==> src/hw/rtl/bsa_pkg.sv <==
// Package for the deadlock-avoidance allocator: sizes, status codes, operation codes.
// Used by bankers_safety_allocator; no dependencies.
`default_nettype none
package bsa_pkg;
   localparam int NUM_PROC = 8;
   localparam int NUM_RES  = 4;
   localparam int PW       = (NUM_PROC > 1) ? $clog2(NUM_PROC) : 1;
   localparam int ROW_W    = 8 * NUM_RES;
   localparam int WORK_W   = 12;

   typedef enum logic [1:0] {
      OP_CLAIM = 2'd0,
      OP_ALLOC = 2'd1,
      OP_AVAIL = 2'd2,
      OP_REQ   = 2'd3
   } op_type;

   typedef enum logic [2:0] {
      ST_GRANTED  = 3'd0,
      ST_CLAIM    = 3'd1,
      ST_NOTAVAIL = 3'd2,
      ST_UNSAFE   = 3'd3,
      ST_LOADED   = 3'd4,
      ST_BADPROC  = 3'd5
   } status_type;

   localparam logic [4:0] ACTIVE_RESET = 5'd8;
endpackage
`default_nettype wire

==> src/hw/rtl/bankers_safety_allocator.sv <==
// Deadlock-avoidance allocator (Banker's algorithm), top level.
// Depends on bsa_pkg.
//
// Claim and allocation rows live in two memories with a registered read, one row of all
// resources per entry; a valid flag per row makes rows that were never loaded read
// as zero after reset. Row loads and "set available" pass through the read and done
// states. A request reads its process's rows, checks claim then availability
// per resource in index order, writes the tentative allocation, then runs the
// safety scan: one process row read per step, each tested row passing through a
// read state and a test state. An unsafe result goes through a roll-back state that
// writes the allocation row back. One word is handled at a time; a finished result
// moves to an output register, so the next word may be accepted and processed while
// it waits. A word that finishes while the previous result is still waiting holds in
// its last state.
`default_nettype none
module bankers_safety_allocator
   import bsa_pkg::*;
(
   input  wire logic       clock,
   input  wire logic       reset,
   input  wire logic       csr_write_enable,
   input  wire logic [4:0] csr_write_data,
   input  wire logic       req_valid,
   output logic            req_ready,
   input  wire logic [1:0] req_operation,
   input  wire logic [3:0] req_process,
   input  wire logic [7:0] req_amount_0,
   input  wire logic [7:0] req_amount_1,
   input  wire logic [7:0] req_amount_2,
   input  wire logic [7:0] req_amount_3,
   output logic            rsp_valid,
   input  wire logic       rsp_ready,
   output logic [2:0]      rsp_status
);
   typedef enum logic [6:0] {
      S_IDLE  = 7'b0000001,
      S_RD    = 7'b0000010,
      S_CHK   = 7'b0000100,
      S_SRD   = 7'b0001000,
      S_STEST = 7'b0010000,
      S_ROLL  = 7'b0100000,
      S_DONE  = 7'b1000000
   } state_type;

   state_type state_ff, state_in;
   logic [4:0] active_ff;

   // Row memories.
   logic [ROW_W-1:0] claim_mem [NUM_PROC];
   logic [ROW_W-1:0] alloc_mem [NUM_PROC];
   logic [ROW_W-1:0] claim_q, alloc_q;
   logic [PW-1:0]    rd_addr;
   logic             c_we, a_we;
   logic [PW-1:0]    wr_addr;
   logic [ROW_W-1:0] wr_data;

   always_ff @(posedge clock) begin
      if (c_we) claim_mem[wr_addr] <= wr_data;
      if (a_we) alloc_mem[wr_addr] <= wr_data;
      claim_q <= claim_mem[rd_addr];
      alloc_q <= alloc_mem[rd_addr];
   end

   // Row valid flags: a row never written since reset reads as zero.
   logic [NUM_PROC-1:0] c_ok_ff, a_ok_ff;
   logic                c_ok_q, a_ok_q;
   logic [ROW_W-1:0]    claim_row, alloc_row;

   always_ff @(posedge clock) begin
      if (reset) begin
         c_ok_ff <= '0;
         a_ok_ff <= '0;
      end else begin
         if (c_we) c_ok_ff[wr_addr] <= 1'b1;
         if (a_we) a_ok_ff[wr_addr] <= 1'b1;
      end
      c_ok_q <= c_ok_ff[rd_addr];
      a_ok_q <= a_ok_ff[rd_addr];
   end

   assign claim_row = c_ok_q ? claim_q : '0;
   assign alloc_row = a_ok_q ? alloc_q : '0;

   // Held request word.
   logic [1:0]       op_ff;
   logic [3:0]       proc_ff;
   logic [ROW_W-1:0] amt_ff;
   logic [7:0]       avail_ff [NUM_RES];
   logic [WORK_W-1:0] work_ff [NUM_RES];
   logic [NUM_PROC-1:0] fin_ff;
   logic [PW-1:0]    scan_ff;
   logic [4:0]       done_ff;
   logic             moved_ff;
   logic [ROW_W-1:0] oldalloc_ff;
   logic [2:0]       stat_ff;
   logic             rsp_valid_ff;
   logic [2:0]       rsp_status_ff;
   logic [4:0]       live;
   logic [ROW_W-1:0] amt_in_w;
   logic             rsp_free;

   assign live = (active_ff > 5'(NUM_PROC)) ? 5'(NUM_PROC) : active_ff;
   assign amt_in_w = ROW_W'({req_amount_3, req_amount_2, req_amount_1, req_amount_0});
   assign rsp_free = !rsp_valid_ff || rsp_ready;
   assign req_ready = (state_ff == S_IDLE);
   assign rsp_valid = rsp_valid_ff;
   assign rsp_status = rsp_status_ff;

   // Request check over resources in order.
   logic [2:0] chk_status;
   logic       fits;
   always_comb begin
      logic signed [9:0] need;
      chk_status = ST_GRANTED;
      fits = 1'b1;
      for (int r = NUM_RES - 1; r >= 0; r--) begin
         need = $signed({2'b00, claim_row[8*r +: 8]}) - $signed({2'b00, alloc_row[8*r +: 8]});
         if ($signed({2'b00, amt_ff[8*r +: 8]}) > need) chk_status = ST_CLAIM;
         else if (amt_ff[8*r +: 8] > avail_ff[r]) chk_status = ST_NOTAVAIL;
         if ((need > 0) && (WORK_W'(need) > work_ff[r])) fits = 1'b0;
      end
   end

   // Next scan index with wrap at the live count.
   logic          scan_last;
   assign scan_last = ({1'b0, scan_ff} + 5'd1) >= live;

   always_comb begin
      state_in = state_ff;
      rd_addr = proc_ff[PW-1:0];
      c_we = 1'b0;
      a_we = 1'b0;
      wr_addr = proc_ff[PW-1:0];
      wr_data = amt_ff;
      unique case (state_ff)
         S_IDLE: begin
            if (req_valid && req_ready) state_in = S_RD;
            rd_addr = req_process[PW-1:0];
         end
         S_RD: begin
            state_in = (op_ff == OP_REQ) ? S_CHK : S_DONE;
            if (32'(proc_ff) < NUM_PROC) begin
               c_we = (op_ff == OP_CLAIM);
               a_we = (op_ff == OP_ALLOC);
            end
         end
         S_CHK: begin
            rd_addr = '0;
            state_in = S_DONE;
            if ((stat_ff != ST_BADPROC) && (chk_status == ST_GRANTED)) begin
               a_we = 1'b1;
               for (int r = 0; r < NUM_RES; r++)
                  wr_data[8*r +: 8] = alloc_row[8*r +: 8] + amt_ff[8*r +: 8];
               state_in = S_SRD;
            end
         end
         S_SRD: begin
            rd_addr = scan_ff;
            state_in = S_STEST;
         end
         S_STEST: begin
            rd_addr = scan_ff;
            state_in = S_SRD;
            if (!fin_ff[scan_ff] && fits) begin
               if (done_ff + 5'd1 >= live) state_in = S_DONE;
            end else if (scan_last && !moved_ff) begin
               state_in = S_ROLL;
            end
         end
         S_ROLL: begin
            a_we = 1'b1;
            wr_data = oldalloc_ff;
            state_in = S_DONE;
         end
         S_DONE: if (rsp_free) state_in = S_IDLE;
         default: state_in = S_IDLE;
      endcase
   end

   always_ff @(posedge clock) begin
      if (reset) begin
         state_ff <= S_IDLE;
         active_ff <= ACTIVE_RESET;
         rsp_valid_ff <= 1'b0;
         for (int r = 0; r < NUM_RES; r++) avail_ff[r] <= '0;
      end else begin
         state_ff <= state_in;
         if (csr_write_enable) active_ff <= csr_write_data;

         // Output register: load a finished word once the slot is free.
         if ((state_ff == S_DONE) && rsp_free) begin
            rsp_valid_ff <= 1'b1;
            rsp_status_ff <= stat_ff;
         end else if (rsp_ready) begin
            rsp_valid_ff <= 1'b0;
         end

         unique case (state_ff)
            S_IDLE: if (req_valid && req_ready) begin
               op_ff <= req_operation;
               proc_ff <= req_process;
               amt_ff <= amt_in_w;
            end
            S_RD: begin
               stat_ff <= ST_LOADED;
               unique case (op_ff)
                  OP_AVAIL:
                     for (int r = 0; r < NUM_RES; r++) avail_ff[r] <= amt_ff[8*r +: 8];
                  OP_REQ:
                     if ({1'b0, proc_ff} >= live) stat_ff <= ST_BADPROC;
                  default:
                     if (32'(proc_ff) >= NUM_PROC) stat_ff <= ST_BADPROC;
               endcase
            end
            S_CHK: begin
               oldalloc_ff <= alloc_row;
               fin_ff <= '0;
               scan_ff <= '0;
               done_ff <= '0;
               moved_ff <= 1'b0;
               // A bad process skips the check and keeps its status.
               if (stat_ff != ST_BADPROC) begin
                  stat_ff <= chk_status;
                  if (chk_status == ST_GRANTED) begin
                     for (int r = 0; r < NUM_RES; r++) begin
                        avail_ff[r] <= avail_ff[r] - amt_ff[8*r +: 8];
                        work_ff[r] <= WORK_W'(avail_ff[r] - amt_ff[8*r +: 8]);
                     end
                  end
               end
            end
            S_STEST: begin
               if (!fin_ff[scan_ff] && fits) begin
                  fin_ff[scan_ff] <= 1'b1;
                  done_ff <= done_ff + 5'd1;
                  for (int r = 0; r < NUM_RES; r++)
                     work_ff[r] <= work_ff[r] + WORK_W'(alloc_row[8*r +: 8]);
                  // Restart from the lowest process after each release.
                  scan_ff <= '0;
                  moved_ff <= 1'b0;
               end else begin
                  scan_ff <= scan_last ? '0 : PW'({1'b0, scan_ff} + 5'd1);
                  if (scan_last) moved_ff <= 1'b0;
               end
            end
            S_ROLL: begin
               stat_ff <= ST_UNSAFE;
               for (int r = 0; r < NUM_RES; r++)
                  avail_ff[r] <= avail_ff[r] + amt_ff[8*r +: 8];
            end
            default: ;
         endcase
      end
   end
endmodule
`default_nettype wire

==> config.mk <==
export PLATFORM = sky130hd
export DESIGN_NAME = bankers_safety_allocator
export DESIGN_NICKNAME = d
export VERILOG_FILES = /design/src/hw/rtl/bsa_pkg.sv /design/src/hw/rtl/bankers_safety_allocator.sv
export SDC_FILE = /design/constraint.sdc
export NUM_CORES = 1
export LEC_CHECK = 0
export BUFFER_PORTS_ARGS = -buffer_cell sky130_fd_sc_hd__buf_2
export CAP_MARGIN = 20
export CORE_MARGIN = 3
export CORE_UTILIZATION = 55
export DETAILED_ROUTE_END_ITERATION = 16
export HOLD_SLACK_MARGIN = 0.12
export PLACE_DENSITY = 0.81
export RECOVER_POWER = 100
export SYNTH_ARGS = -nofsm -noshare
export SYNTH_HDL_FRONTEND = slang
export SYNTH_SLANG_ARGS = --single-unit
==> constraint.sdc <==
create_clock -name clock -period 8.8 [get_ports clock]
set_input_delay 1.76 -clock clock [delete_from_list [all_inputs] [get_ports clock]]
set_output_delay 1.76 -clock clock [all_outputs]
set_load 0.05 [all_outputs]
## Word-level counts from Yosys, hierarchy flattened

Memory sizes are Yosys's and may differ from the RTL's. A register that Yosys moved wholly into a read port is not among the register bits.
Index checks and enable logic that the tools add are counted.

- Memory bits (read-only): 0
- Output and inout bits: 5
- Bits of input ports: 48
- Memories: 4
- Bits in registers: 124
- Word-level logic and storage cells: 235
- Latch bits: 0
- Bits in writable memories: 592

Memory list:

| name | depth | bits a word | rd ports | clocked after memory_dff | write ports | RTL line | source |
|---|---|---|---|---|---|---|---|
| alloc_mem | 8 | 32 | 1 | 1 | 1 | bankers_safety_allocator.sv:50 | `logic [ROW_W-1:0] alloc_mem [NUM_PROC];` |
| claim_mem | 8 | 32 | 1 | 1 | 1 | bankers_safety_allocator.sv:49 | `logic [ROW_W-1:0] claim_mem [NUM_PROC];` |
| work_ff | 4 | 12 | 4 | 0 | 4 | bankers_safety_allocator.sv:89 | `logic [WORK_W-1:0] work_ff [NUM_RES];` |
| avail_ff | 4 | 8 | 4 | 0 | 4 | bankers_safety_allocator.sv:88 | `logic [7:0] avail_ff [NUM_RES];` |

- Shift-type cells: 0
- Reductions and logical operators: 29
- Magnitude comparators: 27
- Multiply operators: 0
- Bitwise operators: 20
- Divide/modulo/power cells: 0
- Equality and inequality tests: 16
- Add/sub/neg operators: 26
- Mux-type cells: 96

Operators with widths:

| kind | count |
|---|---|
| 8-bit two-way mux | 13 |
| 32-bit two-way mux | 3 |
| 8-bit by 8-bit subtractor with 9-bit output | 8 |
| 8-bit adder | 8 |
| 32-bit one-hot mux with 2 select lines | 1 |
| 7-bit one-hot mux with 7 select lines | 1 |
| 12-bit by 8-bit adder with 12-bit output | 4 |
| 12-bit > comparator | 4 |
| 12-bit two-way mux | 4 |
| 7-bit two-way mux | 6 |
| 1-bit two-way mux | 41 |
| 9-bit by 1-bit > comparator with 1-bit output, second input constant | 4 |
| 9-bit > comparator | 4 |
| 8-bit > comparator | 4 |
| 8-bit subtractor | 4 |
| 3-bit two-way mux | 9 |
| 8-bit OR | 3 |
| 3-bit one-hot mux with 3 select lines | 2 |
| 1-bit OR | 16 |
| 8-bit one-hot mux with 2 select lines | 1 |
| 3-bit by 4-bit < comparator with 1-bit output, second input constant | 3 |
| 3-bit AND reduction | 4 |
| 1-bit logical AND | 11 |
| 5-bit >= comparator | 2 |
| 37 further kinds | 54 |

## Depth between registers and ports, before layout

- Word-level depth: 18
- Gate-level depth with buffers: 24
- Gate-level depth less buffers: 21

## Least setup slack after synthesis

No wires, ideal clock.

- Kind: register to register
- From: reg a_ok_q
- To: mem alloc_mem[6][0] in the netlist's numbering (enable)
- Cell stages (with the launch flop): 23
- Path buffers: 3
- Arrival time: 7.037 ns
- Clock period less this slack: 7.505 ns
- Setup time: 0.468 ns
- Slack: 1.295 ns
- Data required time: 8.332 ns
- Path through: dfxtp_1 > clkbuf_1 > clkbuf_1 > nand2_1 > fa_1 > a211oi_1 > nor2_1 > o21a_1 > nor2_1 > xnor2_1 > inv_1 > ha_1 > a21o_1 > a21oi_1 > nand2_1 > o211ai_1 > a221oi_1 > nor4_1 > nand4_1 > o21ai_1 > clkbuf_1 > nor2_1 > nor3b_1

- Word-level cells in the longest chain between the ends: 16
- Elaborated cells on any way between the ends: 22
- Those cells by class: add/sub: 4; order compare: 4; mux: 12; reduce/logical: 2

Ends and longest elaborated chain:

| element | RTL line | source |
|---|---|---|
| from (decl) | bankers_safety_allocator.sv:66 | `logic c_ok_q, a_ok_q;` |
| from (signal assigned) | bankers_safety_allocator.sv:78 | `a_ok_q <= a_ok_ff[rd_addr];` |
| 32-bit two-way mux (*) | bankers_safety_allocator.sv:82 | `assign alloc_row = a_ok_q ? alloc_q : '0;` |
| 8-bit by 8-bit subtractor with 9-bit output | bankers_safety_allocator.sv:117 | `need = $signed({2'b00, claim_row[8*r +: 8]}) - $signed({2'b00, alloc_row[8*r +: 8]});` |
| 9-bit > comparator | bankers_safety_allocator.sv:118 | `if ($signed({2'b00, amt_ff[8*r +: 8]}) > need) chk_status = ST_CLAIM;` |
| 2-bit two-way mux | bankers_safety_allocator.sv:118 |  |
| 3-bit two-way mux | bankers_safety_allocator.sv:119 | `else if (amt_ff[8*r +: 8] > avail_ff[r]) chk_status = ST_NOTAVAIL;` |
| 3-bit two-way mux | bankers_safety_allocator.sv:118 |  |
| 3-bit two-way mux | bankers_safety_allocator.sv:119 |  |
| 3-bit two-way mux | bankers_safety_allocator.sv:118 |  |
| 3-bit two-way mux | bankers_safety_allocator.sv:119 |  |
| 3-bit two-way mux (*) | bankers_safety_allocator.sv:118 |  |
| 3-bit zero test (*) | bankers_safety_allocator.sv:150 | `if ((stat_ff != ST_BADPROC) && (chk_status == ST_GRANTED)) begin` |
| 1-bit logical AND (*) | bankers_safety_allocator.sv:150 |  |
| 1-bit two-way mux (*) | bankers_safety_allocator.sv:150 |  |
| 1-bit one-hot mux with 3 select lines (*) | bankers_safety_allocator.sv:135 | `unique case (state_ff)` |
| 1-bit two-way mux (*) | bankers_safety_allocator.sv:59 | `if (a_we) alloc_mem[wr_addr] <= wr_data;` |
| 1-bit two-way mux (implied by the code) (*) | bankers_safety_allocator.sv:59 |  |
| to (decl) | bankers_safety_allocator.sv:50 |  |

Mark *: on every way between the ends. The rest lies on a longest branch, timed or not.

==> flow_summary_export.csv <==
group,metric,value,unit
synth,mappedNetlistArea,39000,µm²
finish,fillCellCount,5397,
clock_tree,clockRootBuffer,"clkbuf_16",
sta,slew_violations,787,
power,pwr-share-seq,42.3,%
setup_path,end_kind,"flop",
route,drt_first_pass_iters,6,
sta,min_period_over_period,84.8,%
placement,pre_cts_ws,2070,ps
floorplanning,core_area,69400,µm²
clock_tree,cts_htree_levels,3,
setup_path,r2r_start,"c_ok_q",
synth,synth-edff-count,684,
clock_tree,holdBufCountCts,0,
placement,placed_cell_area,40400,µm²
sta,setup_slack,1330,ps
sta,tightest_slew,4410,ps
floorplanning,row_count,96,
power,p_switching,2860,µW
synth,netlist_top_cells_area,"edfxtp_1, ha_1, nand2_1",
synth,synth_top_family_by_area,"simple AND/OR/NAND/NOR gates",
synth,synth_compound_area_share,9.72,%
placement,io_buffer_count,52,
synth,yosysSeqAreaShare,57.6,%
synth,synthCells,3592,
global_routing,grt_overflow,0,
sta,fin_hold_ws,462,ps
run_status,status,"finished, violations left",
synth,yosysMostFrequentCell,"nand2_1",
route,drt-total-wl,99800,µm
global_routing,grt_pass1_vias,26758,
sta,finalHoldViolCount,0,
power,cellPowerDensity,231,nW/µm²
setup_path,worst_ep_required_time,9050,ps
synth,synth_common_cells,"nand2_1, edfxtp_1, nand3_1, ha_1, inv_1",
synth,synth_fa_ha_area_share,8.91,%
power,sw_frac_of_total,28.9,%
synth,muxShareOfSynthArea,0.829,%
clock_tree,clk_latency,640,ps
run,max_cap_viol_count,20,
setup_path,crit_path_max_incr_delay,990,ps
placement,dp_hpwl,63600,µm
sta,fmax,134,MHz
synth,synthSimpleGateAreaFrac,16.2,%
floorplanning,dieWidth,272,µm
synth,yosysTopAreaCellShare,52.7,%
finish,syn_to_final_growth,9.98,%
clock_tree,cts_buffers,81,
global_routing,track_usage,26.7,%
synth,yosys.area.top_type,"edfxtp_1",
sta,setup_viol,0,
worst_hold_path,hp-class,"reg -> reg",
power,combPwrFrac,21.5,%
synth,synthArstFlopShare,0,%
route,first_iter_violations,3141,
finish,drive_gt1_share,5.93,%
setup_path,critical_path_arrival,7710,ps
sta,fin_setup_tns,0,ps
synth,synthFlopType,"edfxtp_1",
setup_path,slowest_stage,"nand2_1",
finish,diodes,0,
synth,syn_nets,3899,
sta,min_period,7470,ps
placement,place_congestion,0.929,
setup_path,crit_path_start,"c_ok_q",
sta,rsz0062_at_grt,"no",
route,wire_per_inst,21.6,µm
synth,syn_avg_cell_area,10.8,µm²
route,vias_per_cell,6.01,
global_routing,grt_first_pass_wirelength,154000,µm
clock_tree,cts.sinks,779,
route,drcViolationCount,0,
floorplanning,start_util,56.1,%
route,num_vias,27765,
global_routing,grt_max_degree,199,
synth,yosysUniqueCellTypes,83,
setup_path,criticalPathCategory,"reg -> reg",
sta,slew_headroom,-194,%
power,pwr-share-clk,36.1,%
synth,synth_seq_cells,779,
power,ir_worst_vdd,0.166,mV
global_routing,antenna_found_initial,3,
route,postRouteAntennaNets,0,
run_status,violations,"max-capacitance violations, max-slew violations",
power,leakage,0.0170,µW
clock_tree,cts.path.max_buffers,3,
finish,fin_nets,3931,
clock_tree,post-cts-setup-buffers,0,
floorplanning,die_h,272,µm
setup_path,worstPathCellList,"and2_0 > ha_1 > nor2b_1 > o22ai_1 > nand2_1 > a31oi_1 > o21ai_0 > xor2_1 > inv_1 > ha_1 > nand2_1 > a211oi_1 > o32ai_1 > o211a_1 > a32oi_1 > clkbuf_1 > or3_1 > nand2_1 > clkbuf_2",
setup_path,cp_max_fo,32,
clock_tree,cts_resized,0,
clock_tree,cts_tree,"yes",
floorplanning,io_pins,53,
synth,synth-xor-area-share,3.00,%
finish,finish.instance_area,42800,µm²
synth,yosys_warnings,0,
setup_path,cp-start-kind,"flop",
power,p_int,7020,µW
clock_tree,clk_transition_reported_paths,60,ps
worst_hold_path,min_from,"stat_ff[2]",
floorplanning,dieArea,74100,µm²
setup_path,cpMostUsedCell,"nand2_1",
sta,fin_skew,38.5,ps
## layout make-up
cell class,instances,area [µm²],share of cell area (%)
multi-input combinational,2438,15100,35.2
timing repair buffer,112,586,1.37
clock buffer,109,2290,5.34
tap,931,1160,2.72
sequential,779,22400,52.4
clock inverter,42,495,1.16
inverter,212,801,1.87
## path summary, 6_finish.rpt
kind / cells after the start / to / slack, ps
setup / recovery: 19 / work_ff[2][0] / 1330
hold / removal: 0 / rsp_status[2] / 460
setup reg to reg: 19 / work_ff[2][0] / 1330
hold reg to reg: 0 / rsp_status[2] / 460
## power groups by stage
stage               Clock (µW)  Sequential [µW]  Combinational [µW]
floorplan                    0             4210                1560
global placement             0             4260                2040
detailed placement           0             4260                2090
CTS                       3600             4180                2110
global route              3740             4190                2380
finish                    3570             4180                2130
## cell usage in the layout, fill, tap and decap left out, drive strengths merged, types with 27 or more instances in the layout
master	netlist	final
nor3	28	28
dfxtp	95	95
nand2b	28	28
clkbuf	141	162
o21ai	186	186
o21a	27	27
a21o	66	66
nand2	708	708
edfxtp	684	684
xnor2	91	91
a21oi	133	133
mux2i	30	30
inv	211	214
and2	40	40
ha	239	239
buf	22	59
nor2	144	144
a22oi	41	41
nor2b	32	32
xor2	38	38
nand3	353	353
## metal layers
layer	up-vias	global-route usage, %	wire [µm]
met5	-	0	0
met4	0	9.49	3220
met3	181	3.87	9800
met2	1423	41.6	45400
met1	13314	38.6	41400
li1	12847	-	-
## logic make-up after synthesis
family | after synthesis
AND/OR/NAND/NOR | 1417
AO/OA/AOI/OAI | 592
multiplexers | 32
XOR/XNOR | 129
buffers and inverters | 375
other | 1
adder cells (fa/ha/maj) | 267
flip-flops | 779
## worst max-delay path, delay by kind of cell (launching register included)
family,cells,cell delay [ps]
AO/OA/AOI/OAI,7,1550
XOR/XNOR,1,400
adder cells (fa/ha/maj),2,600
buffers and inverters,3,1260
flip-flops,1,940
AND/OR/NAND/NOR,6,2290
## state kept, by name, summed over array words and instances (netlist names), 5 cells and up
name         cells
alloc_mem      256
claim_mem      256
work_ff         48
alloc_q         32
amt_ff          32
avail_ff        32
claim_q         32
oldalloc_ff     32
a_ok_ff          8
c_ok_ff          8
fin_ff           8
state_ff         7
active_ff        5
done_ff          5
## stage by stage
stage	cells	util, %	power, µW
finish	4623	61.7	9880
global route	4623	61.7	10300
CTS	4621	62.2	9890
detailed placement	4470	58.2	6350
global placement	4469	58.1	6290
floorplan	3592	-	5770
No activity file was read; power rests on OpenSTA's default activity.
